## config.mk

```make
export PLATFORM = sky130hd
export DESIGN_NAME = png_chunk_stream_parser_top
export DESIGN_NICKNAME = d
export VERILOG_FILES = /design/src/hdl/pngcp_pkg.sv /design/src/hdl/png_chunk_stream_parser_top.sv
export SDC_FILE = /design/constraint.sdc
export NUM_CORES = 2
export LEC_CHECK = 0
export ABC_CLOCK_PERIOD_IN_PS = 14500
export BUFFER_PORTS_ARGS = -buffer_cell sky130_fd_sc_hd__buf_2
export CAP_MARGIN = 20
export CORE_MARGIN = 1.5
export CORE_UTILIZATION = 23
export DETAILED_ROUTE_END_ITERATION = 12
export PLACE_DENSITY = 0.41
export SYNTH_ARGS = -nofsm -noshare
export SYNTH_HDL_FRONTEND = slang
export SYNTH_SLANG_ARGS = --single-unit
export TNS_END_PERCENT = 20
```

## constraint.sdc

```tcl
create_clock -name aclk -period 14.5 [get_ports aclk]
set_input_delay 2.9 -clock aclk [delete_from_list [all_inputs] [get_ports aclk]]
set_output_delay 2.9 -clock aclk [all_outputs]
set_load 0.01 [all_outputs]
```

## src/hdl/pngcp_pkg.sv

```systemverilog
// package for the png chunk stream parser: payload structs, parse phases,
// record kinds and file-format constants; depends on nothing
package pngcp_pkg;

    // input transfer payload
    typedef struct packed {
        logic [7:0] data_byte;
        logic       end_of_file;
    } in_item_t;

    // result transfer payload
    typedef struct packed {
        logic [2:0]  record_kind;
        logic [31:0] chunk_type;
        logic [31:0] chunk_length;
        logic [31:0] data_start;
        logic [31:0] stored_crc;
        logic [31:0] image_width;
        logic [31:0] image_height;
        logic [7:0]  pixel_depth;
        logic [7:0]  color_mode;
        logic [23:0] method_bytes;
        logic        last_of_run;
    } out_item_t;

    typedef enum logic [2:0] {
        PH_SIG  = 3'd0,
        PH_LEN  = 3'd1,
        PH_TYPE = 3'd2,
        PH_DATA = 3'd3,
        PH_CRC  = 3'd4,
        PH_HALT = 3'd5
    } phase_t;

    localparam logic [2:0] KIND_CHUNK    = 3'd0;
    localparam logic [2:0] KIND_HEADER   = 3'd1;
    localparam logic [2:0] KIND_BAD_SIG  = 3'd2;
    localparam logic [2:0] KIND_OVERRUN  = 3'd3;
    localparam logic [2:0] KIND_BAD_TYPE = 3'd4;

    localparam logic [7:0] SIG_BYTES [8] = '{
        8'h89, 8'h50, 8'h4E, 8'h47, 8'h0D, 8'h0A, 8'h1A, 8'h0A
    };
    localparam logic [31:0] TYPE_IHDR = 32'h4948_4452;

    localparam logic [7:0] UPPER_LO = 8'h41;
    localparam logic [7:0] UPPER_HI = 8'h5A;
    localparam logic [7:0] LOWER_LO = 8'h61;
    localparam logic [7:0] LOWER_HI = 8'h7A;

    // header bytes sit at fixed file offsets
    localparam logic [31:0] HDR_WIDTH_FIRST  = 32'd16;
    localparam logic [31:0] HDR_WIDTH_LAST   = 32'd19;
    localparam logic [31:0] HDR_HEIGHT_FIRST = 32'd20;
    localparam logic [31:0] HDR_HEIGHT_LAST  = 32'd23;
    localparam logic [31:0] HDR_SMALL_FIRST  = 32'd24;
    localparam logic [31:0] HDR_SMALL_LAST   = 32'd28;
    localparam logic [31:0] SIG_LAST_POS     = 32'd7;

    // result queue
    localparam int RQ_DEPTH = 4;
    localparam int RQ_PTR_W = $clog2(RQ_DEPTH);
    localparam int RQ_CNT_W = $clog2(RQ_DEPTH + 1);

endpackage

```

## src/hdl/png_chunk_stream_parser_top.sv

```systemverilog
// png chunk stream parser, top level: byte-wise chunk walker and result queue
// depends on pngcp_pkg

// The parser takes one file byte per transfer and accepts a byte in every
// cycle while the result queue has room for two records; a byte is fully
// handled in the cycle it is accepted (counters and shift accumulators only),
// so the sustained rate is one byte per clock, and any record it yields shows
// on m_valid from the next cycle. Records go into a four-entry
// queue that drains one record per cycle while m_ready is high; a byte can push
// two records (a chunk record followed by the IHDR header record), so s_ready
// drops only while the queue holds more than two records. After the 8-byte
// signature each chunk yields one chunk record once its stored CRC word is in;
// the CRC is not checked. A bad signature, a chunk length that overruns
// file_size or a non-letter type byte yields one error record and the parser
// ignores bytes until end_of_file. The byte flagged end_of_file returns the
// parser to its signature phase. Write file_size only while no transfer is in
// progress.
module png_chunk_stream_parser_top (
    input  logic                  aclk,
    input  logic                  aresetn,
    input  logic                  cfg_wr_en,
    input  logic [31:0]           cfg_wr_data,
    input  logic                  s_valid,
    output logic                  s_ready,
    input  pngcp_pkg::in_item_t   s_data,
    output logic                  m_valid,
    input  logic                  m_ready,
    output pngcp_pkg::out_item_t  m_data
);
    import pngcp_pkg::*;

    // configuration
    logic [31:0] file_size_reg;

    // parse state
    phase_t      phase_reg, phase_next;
    logic [31:0] pos_reg, pos_next;
    logic [1:0]  fcnt_reg, fcnt_next;
    logic        sig_ok_reg, sig_ok_next;
    logic [31:0] len_reg, len_next;
    logic [31:0] type_reg, type_next;
    logic [31:0] crc_reg, crc_next;
    logic [31:0] remain_reg, remain_next;
    logic [31:0] offset_reg, offset_next;
    logic        first_seen_reg, first_seen_next;
    logic        first_ihdr_reg, first_ihdr_next;
    logic [31:0] hdr_width_reg, hdr_width_next;
    logic [31:0] hdr_height_reg, hdr_height_next;
    logic [39:0] hdr_small_reg, hdr_small_next;

    // records produced by the byte in this cycle
    out_item_t   rec0, rec1;
    logic [1:0]  rec_cnt;

    // result queue
    out_item_t           rq_mem [RQ_DEPTH];
    logic [RQ_PTR_W-1:0] rq_wr_ptr_reg, rq_rd_ptr_reg;
    logic [RQ_CNT_W-1:0] rq_cnt_reg;

    logic        s_xfer, m_xfer;
    logic [7:0]  b;
    logic        eof;

    assign s_ready = (rq_cnt_reg <= RQ_CNT_W'(RQ_DEPTH - 2));
    assign s_xfer  = s_valid && s_ready;
    assign m_valid = (rq_cnt_reg != '0);
    assign m_xfer  = m_valid && m_ready;
    assign m_data  = rq_mem[rq_rd_ptr_reg];
    assign b       = s_data.data_byte;
    assign eof     = s_data.end_of_file;

    always_comb begin
        logic [32:0] after;
        logic [33:0] end_sum;
        logic [31:0] len_shift;
        logic [31:0] type_shift;
        logic [31:0] remain_dec;
        logic        letter;

        phase_next      = phase_reg;
        pos_next        = pos_reg;
        fcnt_next       = fcnt_reg;
        sig_ok_next     = sig_ok_reg;
        len_next        = len_reg;
        type_next       = type_reg;
        crc_next        = crc_reg;
        remain_next     = remain_reg;
        offset_next     = offset_reg;
        first_seen_next = first_seen_reg;
        first_ihdr_next = first_ihdr_reg;
        hdr_width_next  = hdr_width_reg;
        hdr_height_next = hdr_height_reg;
        hdr_small_next  = hdr_small_reg;
        rec0            = '0;
        rec1            = '0;
        rec_cnt         = 2'd0;

        after      = {1'b0, pos_reg} + 33'd1;
        len_shift  = {len_reg[23:0], b};
        type_shift = {type_reg[23:0], b};
        remain_dec = remain_reg - 32'd1;
        end_sum    = {1'b0, after} + {2'b00, len_shift} + 34'd8;
        letter     = (b >= UPPER_LO && b <= UPPER_HI) || (b >= LOWER_LO && b <= LOWER_HI);

        if (s_xfer) begin
            // header bytes are captured by file offset, whatever the phase
            if (pos_reg >= HDR_WIDTH_FIRST && pos_reg <= HDR_WIDTH_LAST) begin
                hdr_width_next = {hdr_width_reg[23:0], b};
            end else if (pos_reg >= HDR_HEIGHT_FIRST && pos_reg <= HDR_HEIGHT_LAST) begin
                hdr_height_next = {hdr_height_reg[23:0], b};
            end else if (pos_reg >= HDR_SMALL_FIRST && pos_reg <= HDR_SMALL_LAST) begin
                hdr_small_next = {hdr_small_reg[31:0], b};
            end

            case (phase_reg)
                PH_SIG: begin
                    sig_ok_next = sig_ok_reg && (b == SIG_BYTES[pos_reg[2:0]]);
                    if (pos_reg >= SIG_LAST_POS) begin
                        if (sig_ok_next) begin
                            phase_next = PH_LEN;
                            fcnt_next  = 2'd0;
                            len_next   = '0;
                        end else begin
                            rec0.record_kind = KIND_BAD_SIG;
                            rec_cnt          = 2'd1;
                            phase_next       = PH_HALT;
                        end
                    end else if (eof) begin
                        // file ended inside the signature
                        rec0.record_kind = KIND_BAD_SIG;
                        rec_cnt          = 2'd1;
                    end
                end
                PH_LEN: begin
                    len_next = len_shift;
                    if (fcnt_reg == 2'd3) begin
                        offset_next = after[31:0] + 32'd4;
                        fcnt_next   = 2'd0;
                        type_next   = '0;
                        if (end_sum > {2'b00, file_size_reg}) begin
                            rec0.record_kind  = KIND_OVERRUN;
                            rec0.chunk_length = len_shift;
                            rec0.data_start   = offset_next;
                            rec_cnt           = 2'd1;
                            phase_next        = PH_HALT;
                        end else begin
                            phase_next = PH_TYPE;
                        end
                    end else begin
                        fcnt_next = fcnt_reg + 2'd1;
                    end
                end
                PH_TYPE: begin
                    type_next = type_shift;
                    if (!letter) begin
                        // type bytes so far, left-aligned
                        rec0.record_kind  = KIND_BAD_TYPE;
                        rec0.chunk_length = len_reg;
                        rec0.data_start   = offset_reg;
                        rec_cnt           = 2'd1;
                        phase_next        = PH_HALT;
                        case (fcnt_reg)
                            2'd0:    rec0.chunk_type = {type_shift[7:0], 24'd0};
                            2'd1:    rec0.chunk_type = {type_shift[15:0], 16'd0};
                            2'd2:    rec0.chunk_type = {type_shift[23:0], 8'd0};
                            default: rec0.chunk_type = type_shift;
                        endcase
                    end else if (fcnt_reg == 2'd3) begin
                        fcnt_next   = 2'd0;
                        crc_next    = '0;
                        remain_next = len_reg;
                        phase_next  = (len_reg == '0) ? PH_CRC : PH_DATA;
                    end else begin
                        fcnt_next = fcnt_reg + 2'd1;
                    end
                end
                PH_DATA: begin
                    remain_next = remain_dec;
                    if (remain_dec == '0) begin
                        phase_next = PH_CRC;
                        fcnt_next  = 2'd0;
                        crc_next   = '0;
                    end
                end
                PH_CRC: begin
                    crc_next = {crc_reg[23:0], b};
                    if (fcnt_reg == 2'd3) begin
                        rec0.record_kind  = KIND_CHUNK;
                        rec0.chunk_type   = type_reg;
                        rec0.chunk_length = len_reg;
                        rec0.data_start   = offset_reg;
                        rec0.stored_crc   = crc_next;
                        rec_cnt           = 2'd1;
                        if (!first_seen_reg) begin
                            first_seen_next = 1'b1;
                            first_ihdr_next = (type_reg == TYPE_IHDR);
                            if (type_reg == TYPE_IHDR) begin
                                // header record uses this byte's header capture
                                rec1              = rec0;
                                rec1.record_kind  = KIND_HEADER;
                                rec1.image_width  = hdr_width_next;
                                rec1.image_height = hdr_height_next;
                                rec1.pixel_depth  = hdr_small_next[39:32];
                                rec1.color_mode   = hdr_small_next[31:24];
                                rec1.method_bytes = hdr_small_next[23:0];
                                rec_cnt           = 2'd2;
                            end
                        end
                        phase_next = PH_LEN;
                        fcnt_next  = 2'd0;
                        len_next   = '0;
                    end else begin
                        fcnt_next = fcnt_reg + 2'd1;
                    end
                end
                PH_HALT: begin
                    // ignore bytes until end of file
                end
                default: begin
                    phase_next = PH_HALT;
                end
            endcase

            pos_next = after[31:0];

            if (eof) begin
                // back to the signature phase with everything cleared
                phase_next      = PH_SIG;
                pos_next        = '0;
                fcnt_next       = 2'd0;
                sig_ok_next     = 1'b1;
                len_next        = '0;
                type_next       = '0;
                crc_next        = '0;
                remain_next     = '0;
                offset_next     = '0;
                first_seen_next = 1'b0;
                first_ihdr_next = 1'b0;
                hdr_width_next  = '0;
                hdr_height_next = '0;
                hdr_small_next  = '0;
            end

            if (rec_cnt == 2'd1) begin
                rec0.last_of_run = 1'b1;
            end else if (rec_cnt == 2'd2) begin
                rec1.last_of_run = 1'b1;
            end
        end
    end

    always_ff @(posedge aclk) begin
        if (!aresetn) begin
            file_size_reg  <= '0;
            phase_reg      <= PH_SIG;
            pos_reg        <= '0;
            fcnt_reg       <= 2'd0;
            sig_ok_reg     <= 1'b1;
            len_reg        <= '0;
            type_reg       <= '0;
            crc_reg        <= '0;
            remain_reg     <= '0;
            offset_reg     <= '0;
            first_seen_reg <= 1'b0;
            first_ihdr_reg <= 1'b0;
            hdr_width_reg  <= '0;
            hdr_height_reg <= '0;
            hdr_small_reg  <= '0;
        end else begin
            if (cfg_wr_en) begin
                file_size_reg <= cfg_wr_data;
            end
            phase_reg      <= phase_next;
            pos_reg        <= pos_next;
            fcnt_reg       <= fcnt_next;
            sig_ok_reg     <= sig_ok_next;
            len_reg        <= len_next;
            type_reg       <= type_next;
            crc_reg        <= crc_next;
            remain_reg     <= remain_next;
            offset_reg     <= offset_next;
            first_seen_reg <= first_seen_next;
            first_ihdr_reg <= first_ihdr_next;
            hdr_width_reg  <= hdr_width_next;
            hdr_height_reg <= hdr_height_next;
            hdr_small_reg  <= hdr_small_next;
        end
    end

    // result queue payload, no reset needed
    always_ff @(posedge aclk) begin
        if (rec_cnt != 2'd0) begin
            rq_mem[rq_wr_ptr_reg] <= rec0;
        end
        if (rec_cnt == 2'd2) begin
            rq_mem[rq_wr_ptr_reg + RQ_PTR_W'(1)] <= rec1;
        end
    end

    // result queue pointers and fill count
    always_ff @(posedge aclk) begin
        if (!aresetn) begin
            rq_wr_ptr_reg <= '0;
            rq_rd_ptr_reg <= '0;
            rq_cnt_reg    <= '0;
        end else begin
            rq_wr_ptr_reg <= rq_wr_ptr_reg + RQ_PTR_W'(rec_cnt);
            if (m_xfer) begin
                rq_rd_ptr_reg <= rq_rd_ptr_reg + RQ_PTR_W'(1);
            end
            rq_cnt_reg <= rq_cnt_reg + RQ_CNT_W'(rec_cnt) - RQ_CNT_W'(m_xfer);
        end
    end

`ifndef SYNTHESIS
    // queue never overfills
    assert property (@(posedge aclk) disable iff (!aresetn)
        rq_cnt_reg <= RQ_CNT_W'(RQ_DEPTH))
        else $error("result queue overflow");

    // two records from one byte only at the end of the first chunk
    assert property (@(posedge aclk) disable iff (!aresetn)
        (rec_cnt == 2'd2) |-> (phase_reg == PH_CRC && !first_seen_reg && fcnt_reg == 2'd3))
        else $error("double record outside first chunk end");

    // end of file puts the parser back at the signature start
    assert property (@(posedge aclk) disable iff (!aresetn)
        (s_xfer && eof) |=> (phase_reg == PH_SIG && pos_reg == '0 && sig_ok_reg))
        else $error("parser not cleared after end of file");

    // a halted parser produces nothing
    assert property (@(posedge aclk) disable iff (!aresetn)
        (phase_reg == PH_HALT) |-> (rec_cnt == 2'd0))
        else $error("record produced while halted");
`endif

endmodule
```

==> impl_metrics.env <==
export IMPL_synth_top_area_cell="edfxtp_1"
export IMPL_critPathKind="input pin to register"
export IMPL_max_clock_freq_ghz=0.101
export IMPL_hold_path_class="register to register"
export IMPL_synth_top_family_by_area="simple AND/OR/NAND/NOR gates"
export IMPL_routed_top_layer="met4"
export IMPL_dieHeight_um=517
export IMPL_vias=42700
export IMPL_htreeDepth=4
export IMPL_antenna_found_initial=21
export IMPL_syn_instance_count=5107
export IMPL_post_cts_setup_buffers=0
export IMPL_worst_ep_required_time_ns=14.91
export IMPL_met2WireLength_mm=103
export IMPL_drtAntennaViolNets=0
export IMPL_slew_violations=0
export IMPL_synth_ff_type="edfxtp_1"
export IMPL_period_share=0.683
export IMPL_hold_buffers=0
export IMPL_critPathLaunchType="input pin"
export IMPL_cp_max_fo=117
export IMPL_synthSimpleGateAreaFrac=0.128
export IMPL_routed_via_density=4.84
export IMPL_crit_start="s_data[2]"
export IMPL_synth_top_cell_area_share=0.463
export IMPL_dpl_cell_count=8569
export IMPL_root_buffer="clkbuf_16"
export IMPL_wl_met1_mm=99.5
export IMPL_numCtsBuffers=145
export IMPL_nFillCells=27300
export IMPL_synth_compound_area_share=0.112
export IMPL_grtUsageTotal=0.160
export IMPL_clock_skew_ns=0.0352
export IMPL_yosys_warnings=0
export IMPL_die_x_um=517
export IMPL_clk_latency_ns=0.80
export IMPL_synthMuxAreaShare=0.112
export IMPL_slew_headroom=0.175
export IMPL_cts_repair_resized=0
export IMPL_p_leak_uw=0.0216
export IMPL_outcome="finished, final reports clean"
export IMPL_whs_ns=0.454
export IMPL_synth_edff_count=936
export IMPL_yosysSeqAreaShare=0.577
export IMPL_async_flop_share=0
export IMPL_synth_area_leaders="edfxtp_1 (46%), dfxtp_1 (11%), mux4_2 (8.8%)"
export IMPL_final_setup_viol_count=0
export IMPL_ios=284
export IMPL_r2r_start="pos_reg[0]"
export IMPL_synth_adder_area_share=0.0235
export IMPL_fin_tns_setup_ns=0
export IMPL_syn_area_mm2=0.0607
export IMPL_power_density_mw_per_mm2=136
export IMPL_clockBufferDepth=3
export IMPL_grt_pass1_wl_mm=313
export IMPL_layout_drive_gt1_share=0.169
export IMPL_rows=188
export IMPL_port_buffers=283
export IMPL_crit_path_end_kind="register"
export IMPL_initial_core_util=0.231
export IMPL_synth_nets=5266
export IMPL_rsz0062_at_grt="no"
export IMPL_final_cell_mix="edfxtp_1 (936), nor2_1 (729), nand2_1 (408)"
export IMPL_drc=0
export IMPL_grt_max_degree=150
export IMPL_cts_sinks=1280
export IMPL_fin_util=0.269
export IMPL_synthXorXnorAreaFrac=0.0151
export IMPL_layout_commonest_cell="edfxtp_1"
export IMPL_synth_area_per_cell_um2=11.9
export IMPL_fin_crit_ns=9.91
export IMPL_syn2layout_area_growth_pct=16.2
export IMPL_routedWlPerCell_um=24.6
export IMPL_max_slew_worst_pin_slew_ns=1.24
export IMPL_dieArea_mm2=0.267
export IMPL_max_vdd_ir_drop_uv=131
export IMPL_hp_start="crc_reg[19]"
export IMPL_ys_types=95
export IMPL_drt_first_iter_violations=3829
export IMPL_gp_congestion=0.803
export IMPL_maxCapViolations=0
export IMPL_cp_arrival_ns=10.32
export IMPL_grt_overflow_total=0
export IMPL_wl_met3_mm=11.4
export IMPL_largest_register_ffs=944
export IMPL_design_core_area_mm2=0.263
export IMPL_clk_pin_slew_ns=0.06
export IMPL_cts_tree="yes"
export IMPL_ys_seq_elements=1280
export IMPL_routed_wl_mm=218
export IMPL_fin_cells=8840
export IMPL_dr_pass1_iters=6
export IMPL_final_nets=5360
export IMPL_finalHoldViolCount=0
export IMPL_dpl_hpwl_mm=135
export IMPL_first_global_vias=42400
[stage by stage]
step	power [uW]	cell area, um^2	setup WS (ns)
floorplan	5250	60700	1.11
global placement	6130	65900	3.74
detailed placement	6130	65900	3.70
CTS	9820	70500	4.54
global route	10000	70500	4.15
finish	9630	70500	4.59
[area by class of cell]
type | instances | area (um^2) | share of cell area
Inverter | 77 | 307 | 0.00435
Clock inverter | 54 | 569 | 0.00807
Multi-Input combinational cell | 3318 | 23900 | 0.339
Tap cell | 3515 | 4400 | 0.0623
Clock buffer | 212 | 4060 | 0.0576
Timing Repair Buffer | 379 | 2250 | 0.0319
Antenna cell | 5 | 12.5 | 0.000177
Sequential cell | 1280 | 35000 | 0.496
[worst max-delay path: stages]
cell	delay, ns
buf_2	0.50
ha_1	0.35
ha_1	0.22
fa_1	0.43
a211oi_1	0.30
o211ai_1	0.20
a311o_1	0.39
nand2_1	0.12
a21boi_0	0.14
a41oi_1	0.33
o21bai_1	0.09
a21oi_1	0.17
xnor2_1	0.10
ha_1	0.30
nand4_1	0.11
or4_1	0.44
nor2_1	0.17
nand2_1	0.07
a31oi_1	0.22
a41oi_1	0.08
buf_4	0.24
a21oi_4	0.15
buf_4	0.54
o21ai_4	0.32
nand2_4	0.56
buf_12	0.62
[cell usage after synthesis, drive strengths merged, types with 9 or more instances]
cell type and instances:
a31oi 9, nand3 99, nand4 53, a221oi 15, inv 75, a21o 20
dfxtp 344, nand2 415, nor3b 10, and2 37, nor2 735, mux2i 147
edfxtp 936, buf 100, or4 12, a21oi 244, o21ai 230, nor4 36
a22o 172, mux4 236, xnor2 70, and3 23, xor2 34, a211oi 17
clkbuf 332, ha 111, nor3 76, o31ai 16, o211ai 12, nor2b 159
a22oi 204, or3 13
[logic make-up after synthesis]
group | Yosys count
multiplexers | 383
buffers and inverters | 509
AND/OR/NAND/NOR | 1705
flip-flops | 1280
XOR/XNOR | 104
adder cells (fa/ha/maj) | 113
AO/OA/AOI/OAI | 1013
[power breakdown]
part / switching, uW / leakage (uW) / internal [uW] / total [uW]
combinational: 1160 / 0.00846 / 693 / 1860
clock: 1600 / 0.00225 / 2060 / 3660
sequential: 85.7 / 0.0109 / 4030 / 4110
total: 2850 / 0.0216 / 6780 / 9630
[metal layers]
| metal | GRT usage | vias up |
|---|---|---|
| met5 | 0 | - |
| met4 | 0.0369 | 0 |
| met3 | 0.0220 | 219 |
| met2 | 0.259 | 1292 |
| met1 | 0.223 | 22000 |
| li1 | - | 19200 |
[path summary, 6_finish.rpt]
kind                                 endpoint  slack (ns)  cells past startpoint
worst max-delay path            rq_mem[0][33]        4.59                     26
worst min-delay path              crc_reg[19]        0.45                      2
worst max register to register  rq_mem[0][38]        4.92                     29
worst min register to register    crc_reg[19]        0.45                      2
Power figures use the tool's default switching activity.
